## src/sv/pqwt_pkg.sv

```systemverilog
package pqwt_pkg;

  localparam int QUEUE_DEPTH_DEF = 16;

  localparam int TIME_W   = 12;
  localparam int PRIO_W   = 8;
  localparam int POS_W    = 5;
  localparam int WAIT_W   = 16;
  localparam int STATUS_W = 2;

  localparam logic [WAIT_W-1:0] WAIT_MAX = '1;

  localparam logic OP_PUSH = 1'b0;
  localparam logic OP_POP  = 1'b1;

  localparam logic [STATUS_W-1:0] ST_OK    = 2'd0;
  localparam logic [STATUS_W-1:0] ST_FULL  = 2'd1;
  localparam logic [STATUS_W-1:0] ST_EMPTY = 2'd2;

  typedef struct packed {
    logic              op;
    logic [TIME_W-1:0] service_time;
    logic [PRIO_W-1:0] priority_req;
  } cmd_t;

  typedef struct packed {
    logic [POS_W-1:0]    position;
    logic [WAIT_W-1:0]   wait_total;
    logic [TIME_W-1:0]   popped_time;
    logic [TIME_W-1:0]   front_time;
    logic                is_empty;
    logic [STATUS_W-1:0] status;
  } result_t;

  typedef struct packed {
    logic [TIME_W-1:0] stime;
    logic [PRIO_W-1:0] prio;
  } entry_t;

endpackage

```

## src/sv/pqwt_ram.sv

```systemverilog
module pqwt_ram #(
  parameter int WIDTH = 20,
  parameter int DEPTH = 16
) (
  input  logic                     clk,
  input  logic                     we,
  input  logic [$clog2(DEPTH)-1:0] wr_addr,
  input  logic [WIDTH-1:0]         wr_data,
  input  logic [$clog2(DEPTH)-1:0] rd_addr,
  output logic [WIDTH-1:0]         rd_data
);

  logic [WIDTH-1:0] mem [DEPTH];

  always_ff @(posedge clk) begin
    if (we) begin
      mem[wr_addr] <= wr_data;
    end
    rd_data <= mem[rd_addr];
  end

endmodule

```

## src/sv/priority_queue_with_wait_time_core.sv

```systemverilog
// Sorted service queue of up to QUEUE_DEPTH (service time, priority) entries,
// lowest priority number at the front, equal priorities in arrival order.
// Issue a command by raising start while busy is low; the transfer happens on
// that edge. Exactly one result follows, shown for one cycle with done high;
// the receiver cannot hold it, so capture it when done is seen. A new command
// may be issued in the cycle that done is high. A refused push or pop, and a
// pop that leaves the queue empty, answer straight from idle; any other pop
// does one RAM read to fetch the new front. A push into an empty queue writes
// the new entry at once; otherwise it walks the queue from the back, with a
// RAM read, then a compare and move, per entry examined, then writes the new
// entry and gives the result. The entry RAM is a ring with a head pointer, so
// a pop never moves data; the single read port of that RAM sets the pace of
// the push walk.
module priority_queue_with_wait_time_core #(
  parameter int QUEUE_DEPTH = pqwt_pkg::QUEUE_DEPTH_DEF
) (
  input  logic              clk,
  input  logic              rst,
  input  logic              start,
  output logic              busy,
  input  pqwt_pkg::cmd_t    cmd,
  output logic              done,
  output pqwt_pkg::result_t result
);

  localparam int AW = $clog2(QUEUE_DEPTH);
  localparam int CW = $clog2(QUEUE_DEPTH + 1);
  localparam int PW = (CW > pqwt_pkg::POS_W) ? CW : pqwt_pkg::POS_W;
  localparam int TW = $clog2(QUEUE_DEPTH * (2 ** pqwt_pkg::TIME_W));
  localparam int EW = $bits(pqwt_pkg::entry_t);

  typedef enum logic [2:0] {
    S_IDLE,
    S_SCAN_RD,
    S_SCAN_CMP,
    S_INS_WR,
    S_FRONT_RD,
    S_FRONT_LD
  } state_t;

  state_t                          state;
  logic [AW-1:0]                   head;     // ring position of the front
  logic [CW-1:0]                   count;
  logic [TW-1:0]                   total;    // sum of all stored service times
  logic [AW-1:0]                   idx;      // logical index under test
  logic [AW-1:0]                   place;    // logical slot of the new entry
  logic [TW-1:0]                   shifted;  // times of entries moved behind it
  logic [pqwt_pkg::TIME_W-1:0]     front;
  pqwt_pkg::cmd_t                  cur;

  logic                            we;
  logic [AW-1:0]                   wr_addr;
  logic [AW-1:0]                   rd_addr;
  logic [EW-1:0]                   wr_data;
  logic [EW-1:0]                   rd_data;
  pqwt_pkg::entry_t                rd_entry;
  pqwt_pkg::entry_t                new_entry;
  logic [31:0]                     wait_sum;
  logic [pqwt_pkg::WAIT_W-1:0]     wait_sat;
  logic [PW-1:0]                   pos_full;

  // Map a logical index onto the ring: head + offset, wrapped at the depth.
  function automatic logic [AW-1:0] phys(input logic [AW-1:0] h, input logic [AW-1:0] ofs);
    logic [AW:0] s;
    s = {1'b0, h} + {1'b0, ofs};
    if (s >= (AW + 1)'(QUEUE_DEPTH)) begin
      s = s - (AW + 1)'(QUEUE_DEPTH);
    end
    return s[AW-1:0];
  endfunction

  assign busy      = (state != S_IDLE);
  assign rd_entry  = pqwt_pkg::entry_t'(rd_data);
  assign new_entry = '{stime: cur.service_time, prio: cur.priority_req};

  // Wait = everything stored, minus what sits behind the new entry, plus its own.
  assign wait_sum = 32'(total) - 32'(shifted) + 32'(cur.service_time);
  assign wait_sat = (wait_sum > 32'(pqwt_pkg::WAIT_MAX)) ? pqwt_pkg::WAIT_MAX
                                                        : pqwt_pkg::WAIT_W'(wait_sum);
  assign pos_full = PW'(place) + PW'(1);

  // RAM port control: the walk reads one entry and, when it must yield,
  // moves it one slot back; the insert writes the new entry; a pop reads the new front.
  always_comb begin
    rd_addr = phys(head, idx);
    we      = 1'b0;
    wr_addr = phys(head, idx + AW'(1));
    wr_data = rd_data;
    case (state)
      S_SCAN_CMP: begin
        we = (rd_entry.prio > cur.priority_req);
      end
      S_INS_WR: begin
        we      = 1'b1;
        wr_addr = phys(head, place);
        wr_data = EW'(new_entry);
      end
      S_FRONT_RD: begin
        rd_addr = head;
      end
      default: begin
      end
    endcase
  end

  pqwt_ram #(
    .WIDTH(EW),
    .DEPTH(QUEUE_DEPTH)
  ) u_ram (
    .clk    (clk),
    .we     (we),
    .wr_addr(wr_addr),
    .wr_data(wr_data),
    .rd_addr(rd_addr),
    .rd_data(rd_data)
  );

  always_ff @(posedge clk) begin
    if (rst) begin
      state <= S_IDLE;
      head  <= '0;
      count <= '0;
      total <= '0;
      done  <= 1'b0;
    end else begin
      done <= 1'b0;
      case (state)
        S_IDLE: begin
          if (start) begin
            cur     <= cmd;
            shifted <= '0;
            result  <= '0;
            if (cmd.op == pqwt_pkg::OP_PUSH) begin
              if (count == CW'(QUEUE_DEPTH)) begin
                // Refuse: queue full, nothing changes.
                done               <= 1'b1;
                result.status      <= pqwt_pkg::ST_FULL;
                result.front_time  <= front;
                result.is_empty    <= 1'b0;
              end else if (count == '0) begin
                place <= '0;
                state <= S_INS_WR;
              end else begin
                // Walk from the last entry toward the front.
                idx   <= AW'(count - CW'(1));
                state <= S_SCAN_RD;
              end
            end else begin
              if (count == '0) begin
                // Refuse: nothing to pop.
                done            <= 1'b1;
                result.status   <= pqwt_pkg::ST_EMPTY;
                result.is_empty <= 1'b1;
              end else begin
                result.popped_time <= front;
                total <= total - TW'(front);
                head  <= phys(head, AW'(1));
                count <= count - CW'(1);
                if (count == CW'(1)) begin
                  done            <= 1'b1;
                  result.is_empty <= 1'b1;
                end else begin
                  state <= S_FRONT_RD;
                end
              end
            end
          end
        end
        S_SCAN_RD: begin
          state <= S_SCAN_CMP;
        end
        S_SCAN_CMP: begin
          if (rd_entry.prio > cur.priority_req) begin
            // Entry yields: it was moved back one slot this cycle.
            shifted <= shifted + TW'(rd_entry.stime);
            if (idx == '0) begin
              place <= '0;
              state <= S_INS_WR;
            end else begin
              idx   <= idx - AW'(1);
              state <= S_SCAN_RD;
            end
          end else begin
            place <= idx + AW'(1);
            state <= S_INS_WR;
          end
        end
        S_INS_WR: begin
          count <= count + CW'(1);
          total <= total + TW'(cur.service_time);
          if (place == '0) begin
            front             <= cur.service_time;
            result.front_time <= cur.service_time;
          end else begin
            result.front_time <= front;
          end
          result.position   <= pos_full[pqwt_pkg::POS_W-1:0];
          result.wait_total <= wait_sat;
          result.is_empty   <= 1'b0;
          result.status     <= pqwt_pkg::ST_OK;
          done              <= 1'b1;
          state             <= S_IDLE;
        end
        S_FRONT_RD: begin
          state <= S_FRONT_LD;
        end
        S_FRONT_LD: begin
          // Latch the new front after a pop.
          front             <= rd_entry.stime;
          result.front_time <= rd_entry.stime;
          result.is_empty   <= 1'b0;
          done              <= 1'b1;
          state             <= S_IDLE;
        end
        default: begin
          state <= S_IDLE;
        end
      endcase
    end
  end

endmodule

```

## config.mk

```make
export PLATFORM = sky130hd
export DESIGN_NAME = priority_queue_with_wait_time_core
export DESIGN_NICKNAME = d
export VERILOG_FILES = /design/src/sv/pqwt_pkg.sv /design/src/sv/pqwt_ram.sv /design/src/sv/priority_queue_with_wait_time_core.sv
export SDC_FILE = /design/constraint.sdc
export NUM_CORES = 1
export LEC_CHECK = 0
export BUFFER_PORTS_ARGS = -buffer_cell sky130_fd_sc_hd__buf_4
export CAP_MARGIN = 20
export CORE_ASPECT_RATIO = 0.6
export CORE_MARGIN = 5
export CORE_UTILIZATION = 60
export CTS_BUF_LIST = sky130_fd_sc_hd__clkbuf_2
export DETAILED_ROUTE_END_ITERATION = 8
export GPL_TIMING_DRIVEN = 0
export PLACE_DENSITY_LB_ADDON = 0.2
export SYNTH_ARGS = -nofsm -noshare
export SYNTH_HDL_FRONTEND = slang
export SYNTH_HIERARCHICAL = 1
export SYNTH_SLANG_ARGS = --single-unit
```

## constraint.sdc

```tcl
create_clock -name clk -period 7.3 [get_ports clk]
set_input_delay 1.46 -clock clk [delete_from_list [all_inputs] [get_ports clk]]
set_output_delay 1.46 -clock clk [all_outputs]
set_load 0.05 [all_outputs]
```

=== Word level (Yosys, flattened, before mapping) ===
Memory sizes are Yosys's and may differ from the RTL's. A register that Yosys moved wholly into a read port is not among the register bits.
Cells that the tools add are included.

* Memories kept: 1
* Register bits: 133
* RAM bits: 320
* Bits in latches: 0
* Word-level logic and storage cells: 148
* Memory bits (read-only): 0

{| class="wikitable"
|+ Memory list
! name !! depth !! width !! rd ports !! clocked after memory_dff !! write ports !! RTL line !! RTL
|-
| u_ram.mem || 16 || 20 || 1 || 1 || 1 || pqwt_ram.sv:13 || <nowiki>logic [WIDTH-1:0] mem [DEPTH];</nowiki>
|}

* $lt $le $gt $ge: 6
* Shifts and indexed selects: 0
* Divide/modulo/power cells: 0
* Bitwise logic cells: 3
* Add/sub/neg operators: 18
* Equal/unequal tests: 19
* Reductions and logical operators: 21
* $mul: 0
* Multiplexer cells: 63

{| class="wikitable"
|+ Operator list
! operator !! count
|-
| $mux 16 || 6
|-
| $mux 4 || 18
|-
| $pmux 16 s2 || 2
|-
| $mux 12 || 4
|-
| $mux 48 || 1
|-
| $pmux 21 s2 || 1
|-
| $pmux 13 s3 || 1
|-
| $add 16x12->16 || 2
|-
| $gt 32x16->1 const B || 1
|-
| $pmux 12 s2 || 1
|-
| $mux 3 || 7
|-
| $ge 5x5->1 const B || 4
|-
| $mux 20 || 1
|-
| $sub 4x1->4 const B || 5
|-
| $add 17x13->18 || 1
|-
| $sub 16x16->17 || 1
|-
| $ne 2x2->1 const B || 8
|-
| $pmux 4 s2 || 2
|-
| $reduce_and 4->1 || 4
|-
| $sub 16x12->16 || 1
|-
| $add 4x4->5 || 3
|-
| $mux 15 || 1
|-
| $mux 5 || 3
|-
| $ne 3x3->1 const B || 4
|-
| other kinds (27) || 48
|}

=== Longest topological paths before layout ===
Gate-level depths: netlist of run 1.

* Depth in word-level cells: 6
* Mapped depth: 18

=== Cells and area by module ===
Netlist of run 1, hierarchy kept.

{| class="wikitable"
|+ Modules (own cells, without submodules)
! module !! sequential area each (um^2) !! area each (um^2) !! instances !! cells an instance
|-
| pqwt_ram || 10009.6 || 12530.8 || 1 || 533
|-
| priority_queue_with_wait_time_core || 3703.6 || 9292.7 || 1 || 1001
|}

=== Worst setup path before layout of run 1 ===
Ideal clock, no wire load.

* Kind: register to register
* Start: reg state[1]
* End: mem u_ram.mem[0][0], enable pin
* Arrival: 4.366 ns
* Setup time: 0.422 ns
* Slack: 2.512 ns
* Required time: 6.878 ns
* Stages on the path, launching flop included: 13
* Cells stage by stage: dfxtp_1 -> nor2b_1 -> nand2_1 -> clkbuf_1 -> clkbuf_1 -> o21ai_0 -> ha_1 -> a21o_1 -> a21oi_1 -> xor2_1 -> xnor2_1 -> or3b_2 -> nor3_1

* Elaborated cells between the ends (all ways): 6
* Those cells by class: eq/ne (2); mux (4)

{| class="wikitable"
|+ RTL lines
! what !! RTL line !! RTL
|-
| start, declared || priority_queue_with_wait_time_core.sv:41 || <nowiki>state_t state;</nowiki>
|-
| start signal, assigned || priority_queue_with_wait_time_core.sv:120 || <nowiki>state <= S_IDLE;</nowiki>
|-
| start signal, assigned || priority_queue_with_wait_time_core.sv:142 || <nowiki>state <= S_INS_WR;</nowiki>
|-
| start signal, assigned || priority_queue_with_wait_time_core.sv:146 || <nowiki>state <= S_SCAN_RD;</nowiki>
|-
| $eq 3x2->1 || priority_queue_with_wait_time_core.sv:89 || <nowiki>case (state)</nowiki>
|-
| $mux 4 || priority_queue_with_wait_time_core.sv:89 ||
|-
| via wr_addr[3] || priority_queue_with_wait_time_core.sv:52 || <nowiki>logic [AW-1:0] wr_addr;</nowiki>
|-
| end, declared || pqwt_ram.sv:13 ||
|}

The timed path passes the listed nets, and every way through them passes these cells.

=== Final worst setup path of run 1 ===
* Start: reg state[2]
* End: mem u_ram.mem[0][14], enable pin

The elaborated chain is that of the path after synthesis.

==> results of run 1 <==
[routing by layer]
metal  track usage  routed length, um  vias to the layer above
met5             0                  0                        -
met4        0.0685               1010                        0
met3        0.0897               7620                       92
met2         0.358              21900                      866
met1         0.442              24800                     6987
li1              -                  -                     6395
[sequential cells by signal (all words and copies together), names as in the netlist]
register	cells
state	3
result	48
shifted	16
place	4
done	1
head	4
cur	20
u_ram/mem	320
count	5
u_ram/rd_data	20
idx	4
total	16
front	12
[final cells by class]
class / instances / area share
Buffer: 62 / 0.0122
Inverter: 71 / 0.0109
Clock inverter: 28 / 0.00708
Sequential cell: 473 / 0.563
Tap cell: 476 / 0.0244
Clock buffer: 151 / 0.0310
Multi-Input combinational cell: 928 / 0.313
Antenna cell: 1 / 0.000103
Timing Repair Buffer: 107 / 0.0391
[cell usage after synthesis, types with 4 or more instances]
master / instances
a211o_1: 4
a211oi_1: 14
a21o_1: 21
a21oi_1: 69
a222oi_1: 12
a22oi_1: 41
a31oi_1: 7
and2_1: 10
and3_1: 22
buf_2: 4
buf_4: 4
buf_6: 6
clkbuf_1: 45
dfxtp_1: 49
edfxtp_1: 424
fa_1: 6
ha_1: 80
inv_1: 71
mux2i_1: 14
mux4_1: 16
mux4_2: 64
nand2_1: 141
nand2b_1: 14
nand3_1: 16
nand4_1: 6
nor2_1: 87
nor2b_1: 15
nor3_1: 37
nor3b_1: 7
nor4_1: 8
nor4b_1: 4
o211ai_1: 5
o21a_1: 16
o21ai_0: 61
o21ai_2: 7
o21bai_1: 4
o31a_1: 4
o31ai_1: 6
xnor2_1: 40
xor2_1: 27
[logic make-up after synthesis]
family,after synthesis
AOI/OAI and AO/OA,295
buffers and inverters,133
and+or+nand+nor,384
muxes,96
xor gates and xnor gates,67
adders and majority gates,86
DFF,473
[per-stage QoR]
| stage | worst slack [ps] | power [uW] | hold WS [ps] | instances |
|---|---|---|---|---|
| floorplan | 2510 | 7390 | 453 | 1534 |
| global placement | 364 | 8760 | 466 | 2082 |
| detailed placement | 2270 | 8950 | 476 | 2114 |
| CTS | 2220 | 10600 | 489 | 2293 |
| global route | 1910 | 11300 | 510 | 2297 |
| finish | 2070 | 10700 | 486 | 2297 |
[worst max-delay path: cells and delay by family (launching register included)]
kind / cells / cell delay [ps]
compound gates: 3 / 610
flops: 1 / 330
fa+ha+maj: 1 / 350
simple gates: 4 / 1430
buf+inv: 5 / 1790
xor+xnor: 2 / 370
[path summary, 6_finish.rpt]
check | startpoint | end | slack (ps) | cells after the start
worst max-delay path | state[2] | u_ram/mem[0][14] | 2070 | 15
worst min-delay path | total[13] | total[13] | 490 | 2
worst min register to register | total[13] | total[13] | 490 | 2
worst max register to register | state[2] | u_ram/mem[0][14] | 2070 | 15
[power groups by stage]
stage	Combinational, uW	Sequential [uW]	Clock [uW]
after floorplan	3410	3980	0
after global placement	4860	3890	0
after detailed placement	5070	3880	0
after CTS	5090	3820	1670
after global routing	5600	3850	1810
final	5200	3830	1630
==> summary.txt, run 1 <==
outcome - finished clean
Final setup viols - 0
most common cell after layout, fill and taps aside - edfxtp_1
die width - 256 um
first-pass GRT wire length - 83400 um
Setup crit start kind - register
max-slew violations - 0
DR iter-0 viols - 2065
Synth Register Bits - 473
row count - 54
CP Cell Sequence - clkbuf_1 > nor2b_1 > nand2_1 > clkbuf_1 > clkbuf_1 > o21ai_0 > ha_1 > a21o_1 > a21oi_1 > xor2_1 > xnor2_1 > or3b_2 > nor3_2 > buf_6 > buf_6
GRT overflow - 0
ratio of cells with drive above 1 in the final layout - 0.215
dpl cell area - 0.0234 mm2
clk slew on worst S/H paths - 130 ps
Sequential Area - 0.0137 mm2
Multi-input gate area - 0.00762 mm2
setup bufs post-CTS - 0
crit path kind - register to register
post-CTS sizing - 0
post-route ant nets - 0
Gate power share - 0.487
antenna violations before repair - 1
Worst EP required - 7990 ps
sequential element share of the synthesized area - 0.628
initial core utilization - 0.604
TritonCTS buffer count - 102
Syn Nets - 1644
Synth Area in Adders - 0.0514
Avg Inst Size Synth - 14.2 um2
Max-Cap Viols - 0
worst slew pin tran - 1100 ps
CTS tree - done
vias per inst - 6.24
fin nets - 1855
Synth Area in Compound Gates - 0.0913
Sw Pwr - 4510 uW
worst-skew pair later-pin latency - 1030 ps
nature of the critical path endpoint - register
internal power - 6150 uW
vias in the first global route - 13894
Mapped Cells - 1534
Synth top area share - 0.583
largest family of logic cells by synthesized area - multiplexers
CP most frequent cell - clkbuf_1
CTS Sinks - 473
Worst EP arrival - 5930 ps
mux contribution to synthesized area - 0.0929
I/O pin count - 74
cts hold-fix bufs - 0
Post-Synth Simple-Gate Area - 0.0834
DRC violations left - 0
RSZ-0062 raised after global routing - no
Seq pwr share - 0.359
Area Overhead vs Synth - 11.7%
Max Freq - 191 MHz
Post-synth EDFFs - 424
routed wire length - 55300 um
synthesized area - 0.0218 mm2
Chip Height - 158 um
largest net degree at the start of global routing - 28
CORE AREA - 0.0361 mm2
HPWL after detailed placement - 40100 um
clock tree buffer depth - 3
GP Congestion - 0.964
xor and xnor area share after synthesis - 0.0269
Synth area leaders - edfxtp_1, mux4_2, ha_1
Static Leakage - 0.00912 uW
CTS root buf - clkbuf_2
Main synth FF type - edfxtp_1
Final Core Density - 0.674
VDD IR max - 0.206 mV
critical-path maximum fanout - 10
CP peak stage delay - 620 ps
Vias - 14340
Clock Skews - 73.4 ps
filler instances - 2523
Slew HR - 0.264
die footprint - 0.0404 mm2
Post-synth ARST share - 0
IO Port Bufs - 72
H-tree depth - 3
Hold WC Path Type - register to register
finished layout cell area - 0.0244 mm2
P per Cell Area - 438 mW/mm2
slowest CP cell - clkbuf_1
GRT Total Usage - 0.274
drt first pass iters - 8
synth unique cells - 72
most frequent cells in the layout - edfxtp_1, clkbuf_2, nand2_1
Clock power frac - 0.153
area leader, netlist - edfxtp_1
Final period util - 0.717
Min Clock Period, post-route - 5230 ps
Ys Warns - 6
switching portion of total power - 0.423
Setup TNS - 0 ps
wire per inst - 24.1 um
Fin. Hold Viols - 0
Note: power is estimated with default switching activity, not from simulation.
==> run 2, diff against run 1 <==
--- a/config.mk
+++ b/config.mk
@@ -5,6 +5,7 @@
 export SDC_FILE = /design/constraint.sdc
 export NUM_CORES = 1
 export LEC_CHECK = 0
+export ABC_AREA = 1
 export BUFFER_PORTS_ARGS = -buffer_cell sky130_fd_sc_hd__buf_4
 export CAP_MARGIN = 20
 export CORE_ASPECT_RATIO = 0.6
==> constraint.sdc (replaced) <==
create_clock -name clk -period 4.9 [get_ports clk]
set_input_delay 0.98 -clock clk [delete_from_list [all_inputs] [get_ports clk]]
set_output_delay 0.98 -clock clk [all_outputs]
set_load 0.05 [all_outputs]
==> summary.txt, run 2 <==
Max-Cap Viols - 0 (unchanged)
hold depth - 1 (-1)
DP Cell Count - 3146 (+49%)
Min Clock Period, post-route - 4750 ps (-479 ps)
GRT overflow - 0 (unchanged)
Largest Register - u_ram/mem
Final Hold Slack - 90.9 ps (-395 ps)
die width - 267 um (+4.1%)
CP most frequent cell - nand2_1
outcome - finished clean
Synth area leaders - edfxtp_1, nand2_1, inv_1
biggest registers after layout - u_ram/mem: 320 flops, result: 48 flops
TritonCTS buffer count - 106 (+3.9%)
most frequent cells after synthesis - nand2_1, edfxtp_1, inv_1
Ys Warns - 6 (unchanged)
Worst EP required - 5620 ps (-2370 ps)
Mapped Cells - 2525 (+65%)
CTS root buf - clkbuf_2
H-tree depth - 3 (unchanged)
worst-skew pair later-pin latency - 1080 ps (+50 ps)
Hold WC Path Type - primary input to register
IO Port Bufs - 72 (unchanged)
Post-synth ARST share - 0 (unchanged)
finished layout cell area - 0.0264 mm2 (+8.5%)
sequential element share of the synthesized area - 0.578 (-0.0499)
worst r2r path cells - 16 (+1)
area leader, netlist - edfxtp_1
Syn Nets - 2635 (+60%)
first-pass GRT wire length - 104000 um (+25%)
Layout Cells excl Fill - 3342 (+45%)
P per Cell Area - 702 mW/mm2 (+60%)
Setup crit start kind - register
cts hold-fix bufs - 0 (unchanged)
Final setup viols - 0 (unchanged)
HPWL after detailed placement - 52600 um (+31%)
Synth top area share - 0.537 (-0.0463)
nature of the critical path endpoint - register
antenna violations before repair - 5 (+4)
DRC violations left - 0 (unchanged)
slowest CP cell - clkbuf_1
Reg2Reg Launch Point - state[1]
Worst Hold Launch - cmd[15]
Area Overhead vs Synth - 11.5%
GP Congestion - 0.973 (+0.86%)
max FFs per register - 320 (unchanged)
Worst Setup SP - state[1]
worst slew pin tran - 998 ps (-98.9 ps)
synth unique cells - 51 (-29%)
Chip Height - 164 um (+4.0%)
critical-path maximum fanout - 11 (+1)
RSZ-0062 raised after global routing - no
Static Leakage - 0.0119 uW (+31%)
clk slew on worst S/H paths - 120 ps (about the same)
fin nets - 2845 (+53%)
max-slew violations - 0 (unchanged)
largest net degree at the start of global routing - 22 (-21%)
wire per inst - 21.1 um (-12%)
CORE AREA - 0.0390 mm2 (+8.0%)
row count - 56 (+3.7%)
Post-synth EDFFs - 424 (unchanged)
top-count cell post-synth - nand2_1
CTS tree - done
Avg Inst Size Synth - 9.39 um2 (-34%)
post-CTS sizing - 0 (unchanged)
Slew HR - 0.335 (+0.0709)
setup bufs post-CTS - 0 (unchanged)
most frequent cells in the layout - nand2_1, edfxtp_1, inv_1
Worst EP arrival - 5480 ps (-450 ps)
Final period util - 0.970 (+0.253)
clock tree buffer depth - 3 (unchanged)
vias in the first global route - 17651 (+27%)
vias per inst - 5.76 (-7.8%)
CP Cell Sequence - inv_1 > nor2_1 > inv_1 > nor2_1 > buf_2 > clkbuf_1 > nand2_1 > o21ai_0 > ha_1 > a21oi_1 > nand2_1 > xor2_1 > xnor2_1 > nand2_1 > nor2_2 > buf_8
post-route ant nets - 0 (unchanged)
synthesized area - 0.0237 mm2 (+8.6%)
Max Freq - 210 MHz (+10%)
I/O pin count - 74 (unchanged)
Synth Register Bits - 473 (unchanged)
DR iter-0 viols - 3010 (+46%)
routed wire length - 70400 um (+27%)
Main synth FF type - edfxtp_1
ratio of cells with drive above 1 in the final layout - 0.146 (-0.0698)
die footprint - 0.0437 mm2 (+8.2%)
CP peak stage delay - 740 ps (+120 ps)
initial core utilization - 0.607 (+0.00369)
GRT Total Usage - 0.319 (+0.0454)
Vias - 19237 (+34%)
dpl cell area - 0.0254 mm2 (+8.5%)
drt first pass iters - 6 (-2)
crit path kind - register to register
most common cell after layout, fill and taps aside - nand2_1
CTS Sinks - 473 (unchanged)
VDD IR max - 0.333 mV (+61%)
Clock Skews - 93.1 ps (+19.7 ps)
Fin. Hold Viols - 0 (unchanged)
## run 2: cell types whose count changed after synthesis, moves of 17 or more
cell / change
a22oi_1: -41
buf_2: +31
xnor2_1: -24
mux4_2: -64
inv_1: +332
o21ai_0: +32
a21o_1: -17
nand2_1: +552
and3_1: -21
nand3_1: +276
nor2_1: +27
## run 2: worst paths after layout
kind | to | slack (ps)
worst min register to register | count[4] | 530
worst max-delay path | u_ram/mem[15][7] | 150
worst max register to register | u_ram/mem[15][7] | 150
worst min-delay path | cur[15] | 90
## run 2: worst max-delay path, delay by kind of cell, from the launching register on
kind,cells,cell delay (ps)
compound gates,2,280
xor+xnor,2,570
fa+ha+maj,1,300
buf+inv,5,1420
flops,1,370
simple gates,6,1430
## run 2: area by class of cell
cell class | count | area, um2
Timing Repair Buffer | 102 | 1010
Inverter | 414 | 1560
Multi-Input combinational cell | 1546 | 7990
Fill cell | 3034 | 12600
Tap cell | 522 | 653
Clock inverter | 19 | 125
Clock buffer | 171 | 856
Buffer | 92 | 522
Sequential cell | 473 | 13700
Antenna cell | 3 | 7.51
## run 2: kinds of logic (layout without fill, tap and decap cells)
family,Yosys count,after routing,synth area share
compound gates,243,243,0.0592
flops,473,473,0.578
other cells,0,3,0
xor+xnor,45,45,0.0166
simple gates,1172,1172,0.211
fa+ha+maj,86,86,0.0473
buf+inv,506,798,0.0877
## run 2: report_power, final
part           switching [uW]  leakage, uW  internal [uW]  total [uW]
clock                    1560     0.000768           1010        2560
sequential                329      0.00427           5380        5710
combinational            7360      0.00691           2930       10300
## run 2: per-layer routing
metal / global-route usage / vias to the layer above / routed length (um)
met4: 0.0798 / 0 / 1360
met1: 0.499 / 9020 / 29800
met3: 0.124 / 101 / 12200
met2: 0.415 / 1322 / 26900
met5: 0 / - / 0
li1: - / 8794 / -
## run 2: per-stage QoR
| step | setup TNS [ps] | utilization | total power (uW) | setup WS (ps) |
|---|---|---|---|---|
| floorplan | 0 | - | 12200 | 1360 |
| global placement | -61220 | 0.638 | 15200 | -491 |
| detailed placement | 0 | 0.651 | 15700 | 346 |
| CTS | 0 | 0.676 | 18200 | 244 |
| global route | 0 | 0.677 | 19600 | 14.7 |
| finish | 0 | 0.677 | 18600 | 146 |
